<file path="src/sv/ilp_pkg.sv">
`default_nettype none

package ilp_pkg;

    // Field widths of the item ports
    localparam int CMD_W    = 2;
    localparam int POS_W    = 8;
    localparam int VALUE_W  = 32;
    localparam int STATUS_W = 2;
    localparam int SLOT_W   = 4;

    // Command codes
    localparam logic [CMD_W-1:0] CMD_INSERT = 2'd0;
    localparam logic [CMD_W-1:0] CMD_DELETE = 2'd1;
    localparam logic [CMD_W-1:0] CMD_DUMP   = 2'd2;

    // Result status codes
    localparam logic [STATUS_W-1:0] ST_OK    = 2'd0;
    localparam logic [STATUS_W-1:0] ST_FULL  = 2'd1;
    localparam logic [STATUS_W-1:0] ST_OOB   = 2'd2;
    localparam logic [STATUS_W-1:0] ST_EMPTY = 2'd3;

    typedef logic [1:0] sel_t;

    // Link read address select
    localparam sel_t RA_FREE = 2'd0;
    localparam sel_t RA_LIST = 2'd1;
    localparam sel_t RA_LRD  = 2'd2;

    // Link write address select
    localparam sel_t WA_N    = 2'd0;
    localparam sel_t WA_PREV = 2'd1;
    localparam sel_t WA_CUR  = 2'd2;

    // Link write data select
    localparam sel_t WD_LIST = 2'd0;
    localparam sel_t WD_LRD  = 2'd1;
    localparam sel_t WD_N    = 2'd2;
    localparam sel_t WD_FREE = 2'd3;

    // Free head update
    localparam sel_t FH_HOLD     = 2'd0;
    localparam sel_t FH_POP      = 2'd1;
    localparam sel_t FH_PUSH_N   = 2'd2;
    localparam sel_t FH_PUSH_CUR = 2'd3;

    // List head update
    localparam sel_t LH_HOLD = 2'd0;
    localparam sel_t LH_N    = 2'd1;
    localparam sel_t LH_LRD  = 2'd2;

    // Walk pointer update (prev and cur)
    localparam sel_t PT_HOLD = 2'd0;
    localparam sel_t PT_LIST = 2'd1;
    localparam sel_t PT_LRD  = 2'd2;
    localparam sel_t PT_CUR  = 2'd3;

    // Hop counter update
    localparam sel_t CN_HOLD = 2'd0;
    localparam sel_t CN_ZERO = 2'd1;
    localparam sel_t CN_ONE  = 2'd2;
    localparam sel_t CN_INC  = 2'd3;

    // Result slot select
    localparam sel_t SL_ZERO = 2'd0;
    localparam sel_t SL_N    = 2'd1;
    localparam sel_t SL_CUR  = 2'd2;

    typedef struct packed {
        logic                latch;
        logic                rd_en;
        sel_t                rd_sel;
        logic                vwr_en;
        logic                lwr_en;
        sel_t                lwr_addr;
        sel_t                lwr_data;
        sel_t                fh_op;
        sel_t                lh_op;
        logic                n_load;
        sel_t                prev_op;
        sel_t                cur_op;
        sel_t                cnt_op;
        logic                emit;
        logic [STATUS_W-1:0] emit_status;
        sel_t                emit_slot;
        logic                emit_dump;
    } ilp_cmd_t;

    typedef struct packed {
        logic [CMD_W-1:0] cmd;
        logic             pos_zero;
        logic             pos_one;
        logic             fh_nil;
        logic             lh_nil;
        logic             lrd_nil;
        logic             ins_more;
        logic             del_at;
        logic             dump_last;
    } ilp_stat_t;

endpackage

`default_nettype wire

</file>
<file path="src/sv/indexed_linked_list_pool_core.sv">
// Channel   Handshake              Payload
// in        in_valid / in_ready    command, position, value
// out       out_valid / out_ready  status, item_value, slot, last
//
// One command at a time. Insert at the head pops a free slot and links it in;
// elsewhere it walks position - 1 hops, then links new slot and predecessor;
// delete walks position hops, then unlinks and frees; dump emits each element.
// The link store, read one hop per cycle unless a dump stalls, sets the pace.
// Reset empties the list and chains every slot on the free list at once.
// A stalled output holds a dump walk and each final result; the next command
// is taken while the last result still waits in the output register.
`default_nettype none

module indexed_linked_list_pool_core #(
    parameter int CAPACITY = 16
) (
    input  logic                                 clk,
    input  logic                                 rst_n,
    input  logic                                 in_valid,
    output logic                                 in_ready,
    input  logic        [ilp_pkg::CMD_W-1:0]     command,
    input  logic        [ilp_pkg::POS_W-1:0]     position,
    input  logic signed [ilp_pkg::VALUE_W-1:0]   value,
    output logic                                 out_valid,
    input  logic                                 out_ready,
    output logic        [ilp_pkg::STATUS_W-1:0]  status,
    output logic signed [ilp_pkg::VALUE_W-1:0]   item_value,
    output logic        [ilp_pkg::SLOT_W-1:0]    slot,
    output logic                                 last
);
    import ilp_pkg::*;

    ilp_cmd_t  cmd;
    ilp_stat_t stat;

    logic                       out_valid_reg, out_valid_next;
    logic [STATUS_W-1:0]        status_reg;
    logic signed [VALUE_W-1:0]  item_value_reg;
    logic [SLOT_W-1:0]          slot_reg;
    logic                       last_reg;
    logic                       out_free;

    logic [STATUS_W-1:0]        emit_status;
    logic signed [VALUE_W-1:0]  emit_value;
    logic [SLOT_W-1:0]          emit_slot;
    logic                       emit_last;

    // Sequencer: walks the list and issues store and pointer updates
    ilp_ctrl u_ctrl (
        .clk      (clk),
        .rst_n    (rst_n),
        .in_valid (in_valid),
        .in_ready (in_ready),
        .out_free (out_free),
        .stat     (stat),
        .cmd      (cmd)
    );

    // Link and value stores, head pointers and walk registers
    ilp_datapath #(
        .CAPACITY (CAPACITY)
    ) u_dp (
        .clk         (clk),
        .rst_n       (rst_n),
        .cmd         (cmd),
        .command     (command),
        .position    (position),
        .value       (value),
        .stat        (stat),
        .emit_status (emit_status),
        .emit_value  (emit_value),
        .emit_slot   (emit_slot),
        .emit_last   (emit_last)
    );

    // Output register: the sequencer emits only when this stage is free
    assign out_free = !out_valid_reg || out_ready;

    always_comb
    begin
        if (cmd.emit)
        begin
            out_valid_next = 1'b1;
        end
        else if (out_ready)
        begin
            out_valid_next = 1'b0;
        end
        else
        begin
            out_valid_next = out_valid_reg;
        end
    end

    always_ff @(posedge clk or negedge rst_n)
    begin
        if (!rst_n)
        begin
            out_valid_reg <= 1'b0;
        end
        else
        begin
            out_valid_reg <= out_valid_next;
        end
    end

    // Load the result payload with each emitted item
    always_ff @(posedge clk)
    begin
        if (cmd.emit)
        begin
            status_reg     <= emit_status;
            item_value_reg <= emit_value;
            slot_reg       <= emit_slot;
            last_reg       <= emit_last;
        end
    end

    assign out_valid  = out_valid_reg;
    assign status     = status_reg;
    assign item_value = item_value_reg;
    assign slot       = slot_reg;
    assign last       = last_reg;

endmodule

`default_nettype wire

</file>
<file path="src/sv/ilp_datapath.sv">
`default_nettype none

module ilp_datapath #(
    parameter int CAPACITY = 16
) (
    input  logic                                 clk,
    input  logic                                 rst_n,
    input  ilp_pkg::ilp_cmd_t                    cmd,
    input  logic        [ilp_pkg::CMD_W-1:0]     command,
    input  logic        [ilp_pkg::POS_W-1:0]     position,
    input  logic signed [ilp_pkg::VALUE_W-1:0]   value,
    output ilp_pkg::ilp_stat_t                   stat,
    output logic        [ilp_pkg::STATUS_W-1:0]  emit_status,
    output logic signed [ilp_pkg::VALUE_W-1:0]   emit_value,
    output logic        [ilp_pkg::SLOT_W-1:0]    emit_slot,
    output logic                                 emit_last
);
    import ilp_pkg::*;

    localparam int AW = $clog2(CAPACITY);
    localparam int LW = $clog2(CAPACITY + 1);
    localparam int CW = POS_W + 1;
    localparam logic [LW-1:0] NIL = LW'(CAPACITY);

    logic [CMD_W-1:0]   cmd_code_reg;
    logic [POS_W-1:0]   pos_reg;
    logic [VALUE_W-1:0] val_reg;
    logic [LW-1:0]      list_head_reg, list_head_next;
    logic [LW-1:0]      free_head_reg, free_head_next;
    logic [LW-1:0]      n_reg;
    logic [LW-1:0]      prev_reg, prev_next;
    logic [LW-1:0]      cur_reg, cur_next;
    logic [POS_W-1:0]   cnt_reg, cnt_next;
    logic [LW-1:0]      lrd_reg;
    logic [VALUE_W-1:0] vrd_reg;
    logic [CAPACITY-1:0] lvalid_reg;

    logic [LW-1:0]      link_mem  [CAPACITY];
    logic [VALUE_W-1:0] value_mem [CAPACITY];

    logic [AW-1:0]  rd_addr;
    logic [AW-1:0]  wr_addr;
    logic [LW-1:0]  wr_data;
    logic [LW-1:0]  lrd_norm;
    logic [CW-1:0]  cnt_p1;
    logic           lrd_nil;
    logic           dump_last;

    assign lrd_nil  = lrd_reg >= NIL;
    assign lrd_norm = lrd_nil ? NIL : lrd_reg;
    assign cnt_p1   = CW'(cnt_reg) + CW'(1);
    assign dump_last = lrd_nil || (cnt_reg == POS_W'(CAPACITY - 1));

    always_comb
    begin
        case (cmd.rd_sel)
            RA_LIST: rd_addr = list_head_reg[AW-1:0];
            RA_LRD:  rd_addr = lrd_reg[AW-1:0];
            default: rd_addr = free_head_reg[AW-1:0];
        endcase
        case (cmd.lwr_addr)
            WA_PREV: wr_addr = prev_reg[AW-1:0];
            WA_CUR:  wr_addr = cur_reg[AW-1:0];
            default: wr_addr = n_reg[AW-1:0];
        endcase
        case (cmd.lwr_data)
            WD_LRD:  wr_data = lrd_reg;
            WD_N:    wr_data = n_reg;
            WD_FREE: wr_data = free_head_reg;
            default: wr_data = list_head_reg;
        endcase
    end

    // Link and value stores; an unwritten link reads as its reset chain
    always_ff @(posedge clk)
    begin
        if (cmd.lwr_en)
        begin
            link_mem[wr_addr] <= wr_data;
        end
        if (cmd.vwr_en)
        begin
            value_mem[free_head_reg[AW-1:0]] <= val_reg;
        end
        if (cmd.rd_en)
        begin
            lrd_reg <= lvalid_reg[rd_addr] ? link_mem[rd_addr] : LW'(rd_addr) + LW'(1);
            vrd_reg <= value_mem[rd_addr];
        end
    end

    always_ff @(posedge clk or negedge rst_n)
    begin
        if (!rst_n)
        begin
            lvalid_reg    <= '0;
            list_head_reg <= NIL;
            free_head_reg <= '0;
        end
        else
        begin
            if (cmd.lwr_en)
            begin
                lvalid_reg[wr_addr] <= 1'b1;
            end
            list_head_reg <= list_head_next;
            free_head_reg <= free_head_next;
        end
    end

    always_comb
    begin
        case (cmd.fh_op)
            FH_POP:      free_head_next = lrd_norm;
            FH_PUSH_N:   free_head_next = n_reg;
            FH_PUSH_CUR: free_head_next = cur_reg;
            default:     free_head_next = free_head_reg;
        endcase
        case (cmd.lh_op)
            LH_N:    list_head_next = n_reg;
            LH_LRD:  list_head_next = lrd_norm;
            default: list_head_next = list_head_reg;
        endcase
        case (cmd.prev_op)
            PT_LIST: prev_next = list_head_reg;
            PT_LRD:  prev_next = lrd_reg;
            PT_CUR:  prev_next = cur_reg;
            default: prev_next = prev_reg;
        endcase
        case (cmd.cur_op)
            PT_LIST: cur_next = list_head_reg;
            PT_LRD:  cur_next = lrd_reg;
            PT_CUR:  cur_next = cur_reg;
            default: cur_next = cur_reg;
        endcase
        case (cmd.cnt_op)
            CN_ZERO: cnt_next = '0;
            CN_ONE:  cnt_next = POS_W'(1);
            CN_INC:  cnt_next = cnt_reg + POS_W'(1);
            default: cnt_next = cnt_reg;
        endcase
    end

    always_ff @(posedge clk)
    begin
        if (cmd.latch)
        begin
            cmd_code_reg <= command;
            pos_reg      <= position;
            val_reg      <= value;
        end
        if (cmd.n_load)
        begin
            n_reg <= free_head_reg;
        end
        prev_reg <= prev_next;
        cur_reg  <= cur_next;
        cnt_reg  <= cnt_next;
    end

    always_comb
    begin
        stat.cmd       = cmd_code_reg;
        stat.pos_zero  = pos_reg == '0;
        stat.pos_one   = pos_reg == POS_W'(1);
        stat.fh_nil    = free_head_reg >= NIL;
        stat.lh_nil    = list_head_reg >= NIL;
        stat.lrd_nil   = lrd_nil;
        stat.ins_more  = cnt_p1 < CW'(pos_reg);
        stat.del_at    = cnt_p1 == CW'(pos_reg);
        stat.dump_last = dump_last;
    end

    always_comb
    begin
        emit_status = cmd.emit_status;
        emit_value  = cmd.emit_dump ? vrd_reg : '0;
        emit_last   = cmd.emit_dump ? dump_last : 1'b1;
        case (cmd.emit_slot)
            SL_N:    emit_slot = SLOT_W'(n_reg);
            SL_CUR:  emit_slot = SLOT_W'(cur_reg);
            default: emit_slot = '0;
        endcase
    end

endmodule

`default_nettype wire

</file>
<file path="src/sv/ilp_ctrl.sv">
`default_nettype none

module ilp_ctrl (
    input  logic               clk,
    input  logic               rst_n,
    input  logic               in_valid,
    output logic               in_ready,
    input  logic               out_free,
    input  ilp_pkg::ilp_stat_t stat,
    output ilp_pkg::ilp_cmd_t  cmd
);
    import ilp_pkg::*;

    localparam logic [3:0] S_IDLE       = 4'd0;
    localparam logic [3:0] S_DECODE     = 4'd1;
    localparam logic [3:0] S_INS_POP    = 4'd2;
    localparam logic [3:0] S_INS_STEP   = 4'd3;
    localparam logic [3:0] S_INS_LINK   = 4'd4;
    localparam logic [3:0] S_INS_LINK2  = 4'd5;
    localparam logic [3:0] S_INS_REL    = 4'd6;
    localparam logic [3:0] S_DEL_HEAD   = 4'd7;
    localparam logic [3:0] S_DEL_STEP   = 4'd8;
    localparam logic [3:0] S_DEL_UNLINK = 4'd9;
    localparam logic [3:0] S_DEL_FREE   = 4'd10;
    localparam logic [3:0] S_DUMP       = 4'd11;

    logic [3:0] state_reg, state_next;

    always_ff @(posedge clk or negedge rst_n)
    begin
        if (!rst_n)
        begin
            state_reg <= S_IDLE;
        end
        else
        begin
            state_reg <= state_next;
        end
    end

    assign in_ready = state_reg == S_IDLE;

    always_comb
    begin
        cmd        = '0;
        state_next = state_reg;
        case (state_reg)
            S_IDLE:
            begin
                if (in_valid)
                begin
                    cmd.latch  = 1'b1;
                    state_next = S_DECODE;
                end
            end
            S_DECODE:
            begin
                case (stat.cmd)
                    CMD_INSERT:
                    begin
                        if (stat.fh_nil)
                        begin
                            if (out_free)
                            begin
                                cmd.emit        = 1'b1;
                                cmd.emit_status = ST_FULL;
                                state_next      = S_IDLE;
                            end
                        end
                        else
                        begin
                            cmd.vwr_en = 1'b1;
                            cmd.n_load = 1'b1;
                            cmd.rd_en  = 1'b1;
                            cmd.rd_sel = RA_FREE;
                            state_next = S_INS_POP;
                        end
                    end
                    CMD_DELETE, CMD_DUMP:
                    begin
                        if (stat.lh_nil)
                        begin
                            if (out_free)
                            begin
                                cmd.emit        = 1'b1;
                                cmd.emit_status = ST_EMPTY;
                                state_next      = S_IDLE;
                            end
                        end
                        else
                        begin
                            cmd.rd_en  = 1'b1;
                            cmd.rd_sel = RA_LIST;
                            cmd.cur_op = PT_LIST;
                            cmd.cnt_op = CN_ZERO;
                            if (stat.cmd == CMD_DUMP)
                            begin
                                state_next = S_DUMP;
                            end
                            else if (stat.pos_zero)
                            begin
                                state_next = S_DEL_HEAD;
                            end
                            else
                            begin
                                state_next = S_DEL_STEP;
                            end
                        end
                    end
                    default:
                    begin
                        state_next = S_IDLE;
                    end
                endcase
            end
            S_INS_POP:
            begin
                if (stat.pos_zero)
                begin
                    if (out_free)
                    begin
                        cmd.fh_op       = FH_POP;
                        cmd.lwr_en      = 1'b1;
                        cmd.lwr_addr    = WA_N;
                        cmd.lwr_data    = WD_LIST;
                        cmd.lh_op       = LH_N;
                        cmd.emit        = 1'b1;
                        cmd.emit_status = ST_OK;
                        cmd.emit_slot   = SL_N;
                        state_next      = S_IDLE;
                    end
                end
                else
                begin
                    cmd.fh_op = FH_POP;
                    if (stat.lh_nil)
                    begin
                        state_next = S_INS_REL;
                    end
                    else
                    begin
                        cmd.rd_en   = 1'b1;
                        cmd.rd_sel  = RA_LIST;
                        cmd.prev_op = PT_LIST;
                        cmd.cnt_op  = CN_ONE;
                        state_next  = stat.pos_one ? S_INS_LINK : S_INS_STEP;
                    end
                end
            end
            S_INS_STEP:
            begin
                if (stat.lrd_nil)
                begin
                    state_next = S_INS_REL;
                end
                else
                begin
                    cmd.prev_op = PT_LRD;
                    cmd.cnt_op  = CN_INC;
                    cmd.rd_en   = 1'b1;
                    cmd.rd_sel  = RA_LRD;
                    if (!stat.ins_more)
                    begin
                        state_next = S_INS_LINK;
                    end
                end
            end
            S_INS_LINK:
            begin
                cmd.lwr_en   = 1'b1;
                cmd.lwr_addr = WA_N;
                cmd.lwr_data = WD_LRD;
                state_next   = S_INS_LINK2;
            end
            S_INS_LINK2:
            begin
                if (out_free)
                begin
                    cmd.lwr_en      = 1'b1;
                    cmd.lwr_addr    = WA_PREV;
                    cmd.lwr_data    = WD_N;
                    cmd.emit        = 1'b1;
                    cmd.emit_status = ST_OK;
                    cmd.emit_slot   = SL_N;
                    state_next      = S_IDLE;
                end
            end
            S_INS_REL:
            begin
                if (out_free)
                begin
                    cmd.lwr_en      = 1'b1;
                    cmd.lwr_addr    = WA_N;
                    cmd.lwr_data    = WD_FREE;
                    cmd.fh_op       = FH_PUSH_N;
                    cmd.emit        = 1'b1;
                    cmd.emit_status = ST_OOB;
                    state_next      = S_IDLE;
                end
            end
            S_DEL_HEAD:
            begin
                if (out_free)
                begin
                    cmd.lh_op       = LH_LRD;
                    cmd.lwr_en      = 1'b1;
                    cmd.lwr_addr    = WA_CUR;
                    cmd.lwr_data    = WD_FREE;
                    cmd.fh_op       = FH_PUSH_CUR;
                    cmd.emit        = 1'b1;
                    cmd.emit_status = ST_OK;
                    cmd.emit_slot   = SL_CUR;
                    state_next      = S_IDLE;
                end
            end
            S_DEL_STEP:
            begin
                if (stat.lrd_nil)
                begin
                    if (out_free)
                    begin
                        cmd.emit        = 1'b1;
                        cmd.emit_status = ST_OOB;
                        state_next      = S_IDLE;
                    end
                end
                else
                begin
                    cmd.prev_op = PT_CUR;
                    cmd.cur_op  = PT_LRD;
                    cmd.cnt_op  = CN_INC;
                    cmd.rd_en   = 1'b1;
                    cmd.rd_sel  = RA_LRD;
                    if (stat.del_at)
                    begin
                        state_next = S_DEL_UNLINK;
                    end
                end
            end
            S_DEL_UNLINK:
            begin
                cmd.lwr_en   = 1'b1;
                cmd.lwr_addr = WA_PREV;
                cmd.lwr_data = WD_LRD;
                state_next   = S_DEL_FREE;
            end
            S_DEL_FREE:
            begin
                if (out_free)
                begin
                    cmd.lwr_en      = 1'b1;
                    cmd.lwr_addr    = WA_CUR;
                    cmd.lwr_data    = WD_FREE;
                    cmd.fh_op       = FH_PUSH_CUR;
                    cmd.emit        = 1'b1;
                    cmd.emit_status = ST_OK;
                    cmd.emit_slot   = SL_CUR;
                    state_next      = S_IDLE;
                end
            end
            S_DUMP:
            begin
                if (out_free)
                begin
                    cmd.emit        = 1'b1;
                    cmd.emit_status = ST_OK;
                    cmd.emit_slot   = SL_CUR;
                    cmd.emit_dump   = 1'b1;
                    if (stat.dump_last)
                    begin
                        state_next = S_IDLE;
                    end
                    else
                    begin
                        cmd.cur_op = PT_LRD;
                        cmd.cnt_op = CN_INC;
                        cmd.rd_en  = 1'b1;
                        cmd.rd_sel = RA_LRD;
                    end
                end
            end
            default:
            begin
                state_next = S_IDLE;
            end
        endcase
    end

endmodule

`default_nettype wire
</file>
<file path="config.mk">
export PLATFORM = sky130hd
export DESIGN_NAME = indexed_linked_list_pool_core
export DESIGN_NICKNAME = d
export VERILOG_FILES = /design/src/sv/ilp_pkg.sv /design/src/sv/indexed_linked_list_pool_core.sv /design/src/sv/ilp_datapath.sv /design/src/sv/ilp_ctrl.sv
export SDC_FILE = /design/constraint.sdc
export NUM_CORES = 1
export LEC_CHECK = 0
export ABC_AREA = 1
export BUFFER_PORTS_ARGS = -buffer_cell sky130_fd_sc_hd__clkbuf_2
export CELL_PAD_IN_SITES_DETAIL_PLACEMENT = 0
export CELL_PAD_IN_SITES_GLOBAL_PLACEMENT = 1
export CORE_MARGIN = 2
export CORE_UTILIZATION = 40
export DETAILED_ROUTE_END_ITERATION = 10
export PLACE_DENSITY_LB_ADDON = 0.1
export SLEW_MARGIN = 20
export SYNTH_ARGS = -nofsm -noshare
export SYNTH_HDL_FRONTEND = slang
export SYNTH_SLANG_ARGS = --single-unit
export TNS_END_PERCENT = 1
</file>
<file path="constraint.sdc">
create_clock -name clk -period 5.9 [get_ports clk]
set_input_delay 1.18 -clock clk [delete_from_list [all_inputs] [get_ports clk]]
set_output_delay 1.18 -clock clk [all_outputs]
set_load 0.01 [all_outputs]
</file>
Word level (Yosys, flattened, before mapping)
Memories as Yosys holds them, arrays and structs flattened. A register that Yosys moved wholly into a read port is not among the register bits. Cells that the tools add are included. W data, S select, Z words.

Input port bits: 46. RAM bits: 592. Output and inout port bits: 41. Memories: 2. Word-level logic and storage cells: 182. Flip-flop bits (word level): 139.

Magnitude comparators: 7. Reductions and logical operators: 18. Equality and inequality tests: 43. Add/sub/neg operators: 3. Bitwise operators: 1. Mux-type cells: 91.

Memory list: u_dp.value_mem (words 16, width 32, read ports 1, clocked after memory_dff 1, wr ports 1, RTL line ilp_datapath.sv:39) `logic [VALUE_W-1:0] value_mem [CAPACITY];`; u_dp.link_mem (words 16, width 5, read ports 1, clocked after memory_dff 0, wr ports 1, RTL line ilp_datapath.sv:38) `logic [LW-1:0] link_mem [CAPACITY];`.

Operators with widths (count): $mux W4 (17); $mux W3 (13); $pmux W4 S9 (1); $mux W5 (7); $pmux W5 S7 (1); $pmux W4 S2 (4); $pmux W5 S3 (2); $eq A2 B2 Y1 const B (14); $pmux W8 S3 (1); $pmux W3 S7 (1); $eq A2 B1 Y1 const B (10); $pmux W5 S2 (2); $mux W9 (2); $mux W1 (17); $eq A4 B3 Y1 const B (4); $eq A4 B4 Y1 const B (4); $or A16 B16 Y16 (1); $pmux W2 S4 (2); $ge A5 B5 Y1 const B (3); $mux W2 (7); $mux W7 (2); $pmux W2 S3 (2); $pmux W3 S2 (2); $pmux W3 S4 (1); 32 further kinds (43).

Depth between registers and ports, before layout
Word-level depth: 12. Mapped depth: 23. Mapped depth without buffers: 21.

By module
Synthesis repeated with hierarchy kept, for this count alone.

Cell total of the unflattened synthesis: 2622. Area total of the unflattened synthesis: 31691.6 sq um.

Modules (own cells, without submodules): ilp_datapath (instances 1, cells an instance 2405, sequential area each 21461.8 sq um, area an instance 29580.9 sq um); indexed_linked_list_pool_core (instances 1, cells an instance 44, sequential area each 1196.1 sq um, area an instance 1216.2 sq um); ilp_ctrl (instances 1, cells an instance 173, sequential area each 100.1 sq um, area an instance 894.6 sq um).

Worst setup path before layout
No wires, ideal clock.

Path kind: input port to flip-flop. Start: in in_valid. End: reg u_dp.cmd_code_reg[0], enable pin. Path buffers: 0. Stages on the path: 2. Setup time: 0.494 ns. Required time: 5.406 ns. Slack: 1.286 ns. Arrival time: 4.120 ns. Cell sequence: inv_1 -> nor3_1.

RTL lines: from (decl) (RTL line indexed_linked_list_pool_core.sv:19) `input logic in_valid,`; to (signal assigned) (RTL line ilp_datapath.sv:148) `cmd_code_reg <= command;`; to (decl) (RTL line ilp_datapath.sv:25) `logic [CMD_W-1:0] cmd_code_reg;`.

Worst setup path in the final report
Start: reg u_ctrl.state_reg[1]. End: reg u_dp.vrd_reg[25], read port of u_dp.value_mem (data pin).

Word-level cells in the longest chain between the ends: 5. Elaborated cells between the ends (all ways): 10. Those cells by class: 7 x eq/ne; 2 x mux; 1 x reduce/logical.

RTL lines: from (decl) (RTL line ilp_ctrl.sv:27) `logic [3:0] state_reg, state_next;`; from (signal assigned) (RTL line ilp_ctrl.sv:37) `state_reg <= state_next;`; $eq A4 B2 Y1 / $eq A4 B4 Y1 (equally long branches) (RTL line ilp_ctrl.sv:47) `case (state_reg)`; $reduce_or A2 Y1 (no source line); $pmux W3 S4 * (RTL line ilp_ctrl.sv:47); $eq A2 B2 Y1 / $eq A2 B1 Y1 (equally long branches) (RTL line ilp_datapath.sv:56) `case (cmd.rd_sel)`; $pmux W4 S2 (RTL line ilp_datapath.sv:56); to (decl) (RTL line ilp_datapath.sv:35) `logic [VALUE_W-1:0] vrd_reg;`.

Every way passes the cells marked *; elsewhere a longest branch is shown, timed or not. A chain may end at the register's enable or synchronous reset.

==> impl_metrics.csv <==
group,metric,value,unit
status,outcome,"complete, no violations",
setup_path,critical_path.top_delay_family,"simple AND/OR/NAND/NOR gates",
global_routing,grt_busiest_layer,"met2",
setup_path,r2r_setup_slack,950,ps
drt,drcViolationCount,0,
global_routing,grt_pass1_vias,19800,
floorplanning,die_w,285,um
setup_path,critPathBufInv,4,
setup_path,timing.rr.start,"u_ctrl.state_reg[1]",
clocking,cts_root_buffer,"clkbuf_16",
drt,via_per_inst,5.27,
setup_path,crit_chain,"nor2_1, nand4_1, nand2_1, nor2_1, buf_4, ha_1, inv_2, nand3_2, nand2_8, inv_4, nand2_4, buf_4, or2_1, nand3_1, nand3_1, and2_1",
layout,area.sequential,22800,um2
min_path,hold_class,"flip-flop to flip-flop",
timing,finalSetupViolCount,0,
global_routing,grt_max_degree,183,
placement,finalWeightedCongestion,0.829,
floorplanning,coreArea,77700,um2
yosys,synth.largest_area_cell,"edfxtp_1",
setup_path,r2r_cells,16,
global_routing,grt.met2_usage,34.1,%
clocking,holdBufCountCts,0,
timing,slew_viol_final,0,
yosys,synthArstFlopShare,4.06,%
clocking,cts_tree,"yes",
clocking,numCtsBuffers,84,
yosys,yosysTopAreaCellShare,69.7,%
drt,initialDrtViolationCount,1766,
placement,io_buffers,86,
run,cap_violations,0,
setup_path,worstSetupPathType,"flip-flop to flip-flop",
layout,antennaDiodeCount,0,
floorplanning,die_area,81100,um2
layout,multiInputGateArea,7560,um2
clocking,insertion_delay,640,ps
timing,relSlewSlack,30.0,%
clocking,clk_pin_slew_worst_paths,60,ps
timing,rsz0062_at_grt,"false",
drt,wl_per_cell,22.9,um
drt,wirelength,86500,um
timing,worst_pin_slew,1050,ps
global_routing,grtUsageMet3,2.87,%
clocking,cts_max_path_buffers,3,
setup_path,required,6290,ps
yosys,netlist_instances,2592,
timing,post-route-period-util,83.9,%
timing,period_needed,4950,ps
yosys,synth_area_leaders,"edfxtp_1 70%, nand2_1 5.6%, nand3_1 4.9%",
global_routing,gr-total-overflow,0,
placement,dpl.hpwl,46600,um
yosys,ys_types,38,
power,ir_drop,662,uV
setup_path,critical_path_arrival,5340,ps
setup_path,timing.critical_path.to,"u_dp.vrd_reg[25]",
floorplanning,rows,102,
timing,fin_skew,29.8,ps
layout,layout-drive-gt1-share,10.7,%
clocking,htree_levels,3,
yosys,ys_seq_elements,763,
setup_path,slowest_stage,"inv_4",
power,powerDensity,599,nW/um2
floorplanning,dieHeight,285,um
global_routing,grt_util_met1,31.0,%
setup_path,max_stage_delay,610,ps
yosys,synth_area,31500,um2
yosys,synth_edf_count,732,
global_routing,grtUsageTotal,21.4,%
layout,post-route-util,46.1,%
clocking,cts_resized,0,
yosys,avgSynthCellArea,12.2,um2
timing,fin_tns_setup,0,ps
layout,largest_reg_flops,512,
layout,area_delta_synth_final,13.6,%
setup_path,crit_fanout,68,
global_routing,antenna_found_initial,3,
layout,fin_nets,2736,
drt,drtAntennaViolNets,0,
drt,first_pass_iters,7,
layout,fill_cells,7000,
yosys,ys.flop_type,"edfxtp_1",
timing,max_freq,202,MHz
setup_path,cp-start-kind,"flip-flop",
power,leakagePower,13.0,nW
drt,vias,19900,
yosys,ys_warn_count,0,
yosys,synthesis.nets,2659,
clocking,cts.sinks,763,
setup_path,end_kind,"flip-flop",
timing,final_hold_viol_count,0,
floorplanning,start_util,40.6,%
setup_path,setup.worst_path.start,"u_ctrl.state_reg[1]",
floorplanning,ios,87,
setup_path,reg2reg_to,"u_dp.vrd_reg[25]",
global_routing,grt_pass1_wl,130000,um
yosys,ys_seq_area_share,72.2,%
clocking,post-cts-setup-buffers,0,
setup_path,crit_cells,16,
==> area by class of cell <==
type	instances	area share (%)
clock buffers	106	6.27
clock inverters	46	1.11
inverters	200	2.11
multi-input cells	1493	21.1
flip-flops and latches	763	63.5
well taps	1040	3.63
repair buffers	127	2.20
==> Yosys cell counts, types with 5 or more instances <==
cell type and number:
o21ai_1 9, o21ai_0 59, nor3_1 8, ha_1 21, nand4_1 6, nand3_1 307, buf_2 86, nor2_1 218
dfrtp_1 30, edfxtp_1 732, a21oi_1 120, nand2_1 471, xor2_1 5, o21bai_1 16, o211ai_1 106, nand3b_1 30
or2_1 23, a31oi_1 28, inv_1 190, clkbuf_1 31, inv_2 7, nand2_2 5, o22ai_1 20, buf_1 12
and2_1 25
==> layout by cell type (no fill, tap or decap), types with 23 or more instances in the layout <==
cell,synthesis,layout
dfrtp_1,30,30
and2_1,25,25
buf_4,4,37
edfxtp_1,732,732
nand3b_1,30,30
a31oi_1,28,28
clkbuf_2,0,86
nand2_1,471,470
inv_1,190,189
nor2_1,218,202
o211ai_1,106,106
or2_1,23,23
a21oi_1,120,120
clkbuf_16,0,86
o21ai_0,59,54
nand3_1,307,306
==> layer usage <==
metal,vias up,routed length (um)
met1,9890,40300
met5,-,0
li1,9366,-
met4,0,1530
met2,547,40300
met3,97,4280
==> cell families after synthesis <==
| family | after synthesis | synth area share (%) |
|---|---|---|
| compound gates | 364 | 7.00 |
| buf+inv | 336 | 4.47 |
| xor+xnor | 5 | 0.139 |
| fa+ha+maj | 21 | 0.833 |
| flops | 763 | 72.2 |
| simple gates | 1103 | 15.4 |
==> worst min path at each step <==
stage / cells after the start / endpoint / from / slack [ps]
6_report: 1 / u_dp.lvalid_reg[10] / u_dp.lvalid_reg[10] / 480
5_1_grt: 1 / u_dp.lvalid_reg[7] / u_dp.lvalid_reg[7] / 490
4_1_cts: 1 / u_dp.lvalid_reg[10] / u_dp.lvalid_reg[10] / 480
3_5_place_dp: 1 / u_dp.lvalid_reg[6] / u_dp.lvalid_reg[6] / 460
3_3_place_gp: 1 / u_dp.lvalid_reg[12] / u_dp.lvalid_reg[12] / 460
2_1_floorplan: 1 / u_dp.lvalid_reg[0] / u_dp.lvalid_reg[0] / 440
==> stage by stage <==
step / hold WS, ps / total power, mW / worst slack, ps / cell area [um2] / cells
floorplan: 444 / 13.6 / 1290 / 31500 / 2592
global placement: 460 / 16.6 / 699 / 33200 / 3623
detailed placement: 462 / 16.6 / 674 / 33200 / 3623
finish: 475 / 21.5 / 951 / 35800 / 3775
global route: 490 / 22.9 / 501 / 35800 / 3775
CTS: 479 / 21.7 / 909 / 35800 / 3775
==> report_power, final <==
part / switching, mW / internal, mW / total, mW
sequential: 0.476 / 7.20 / 7.67
clock: 2.14 / 2.92 / 5.07
combinational: 6.20 / 2.51 / 8.72
==> worst reg2reg max path, cell delays in order (launching register included) <==
cell	delay (ps)
dfrtp_1	470
nor2_1	220
nand4_1	370
nand2_1	390
nor2_1	80
buf_4	200
ha_1	340
inv_2	100
nand3_2	140
nand2_8	270
inv_4	630
nand2_4	500
buf_4	400
or2_1	240
nand3_1	90
nand3_1	70
and2_1	190
(Power assumes the default switching activity.)
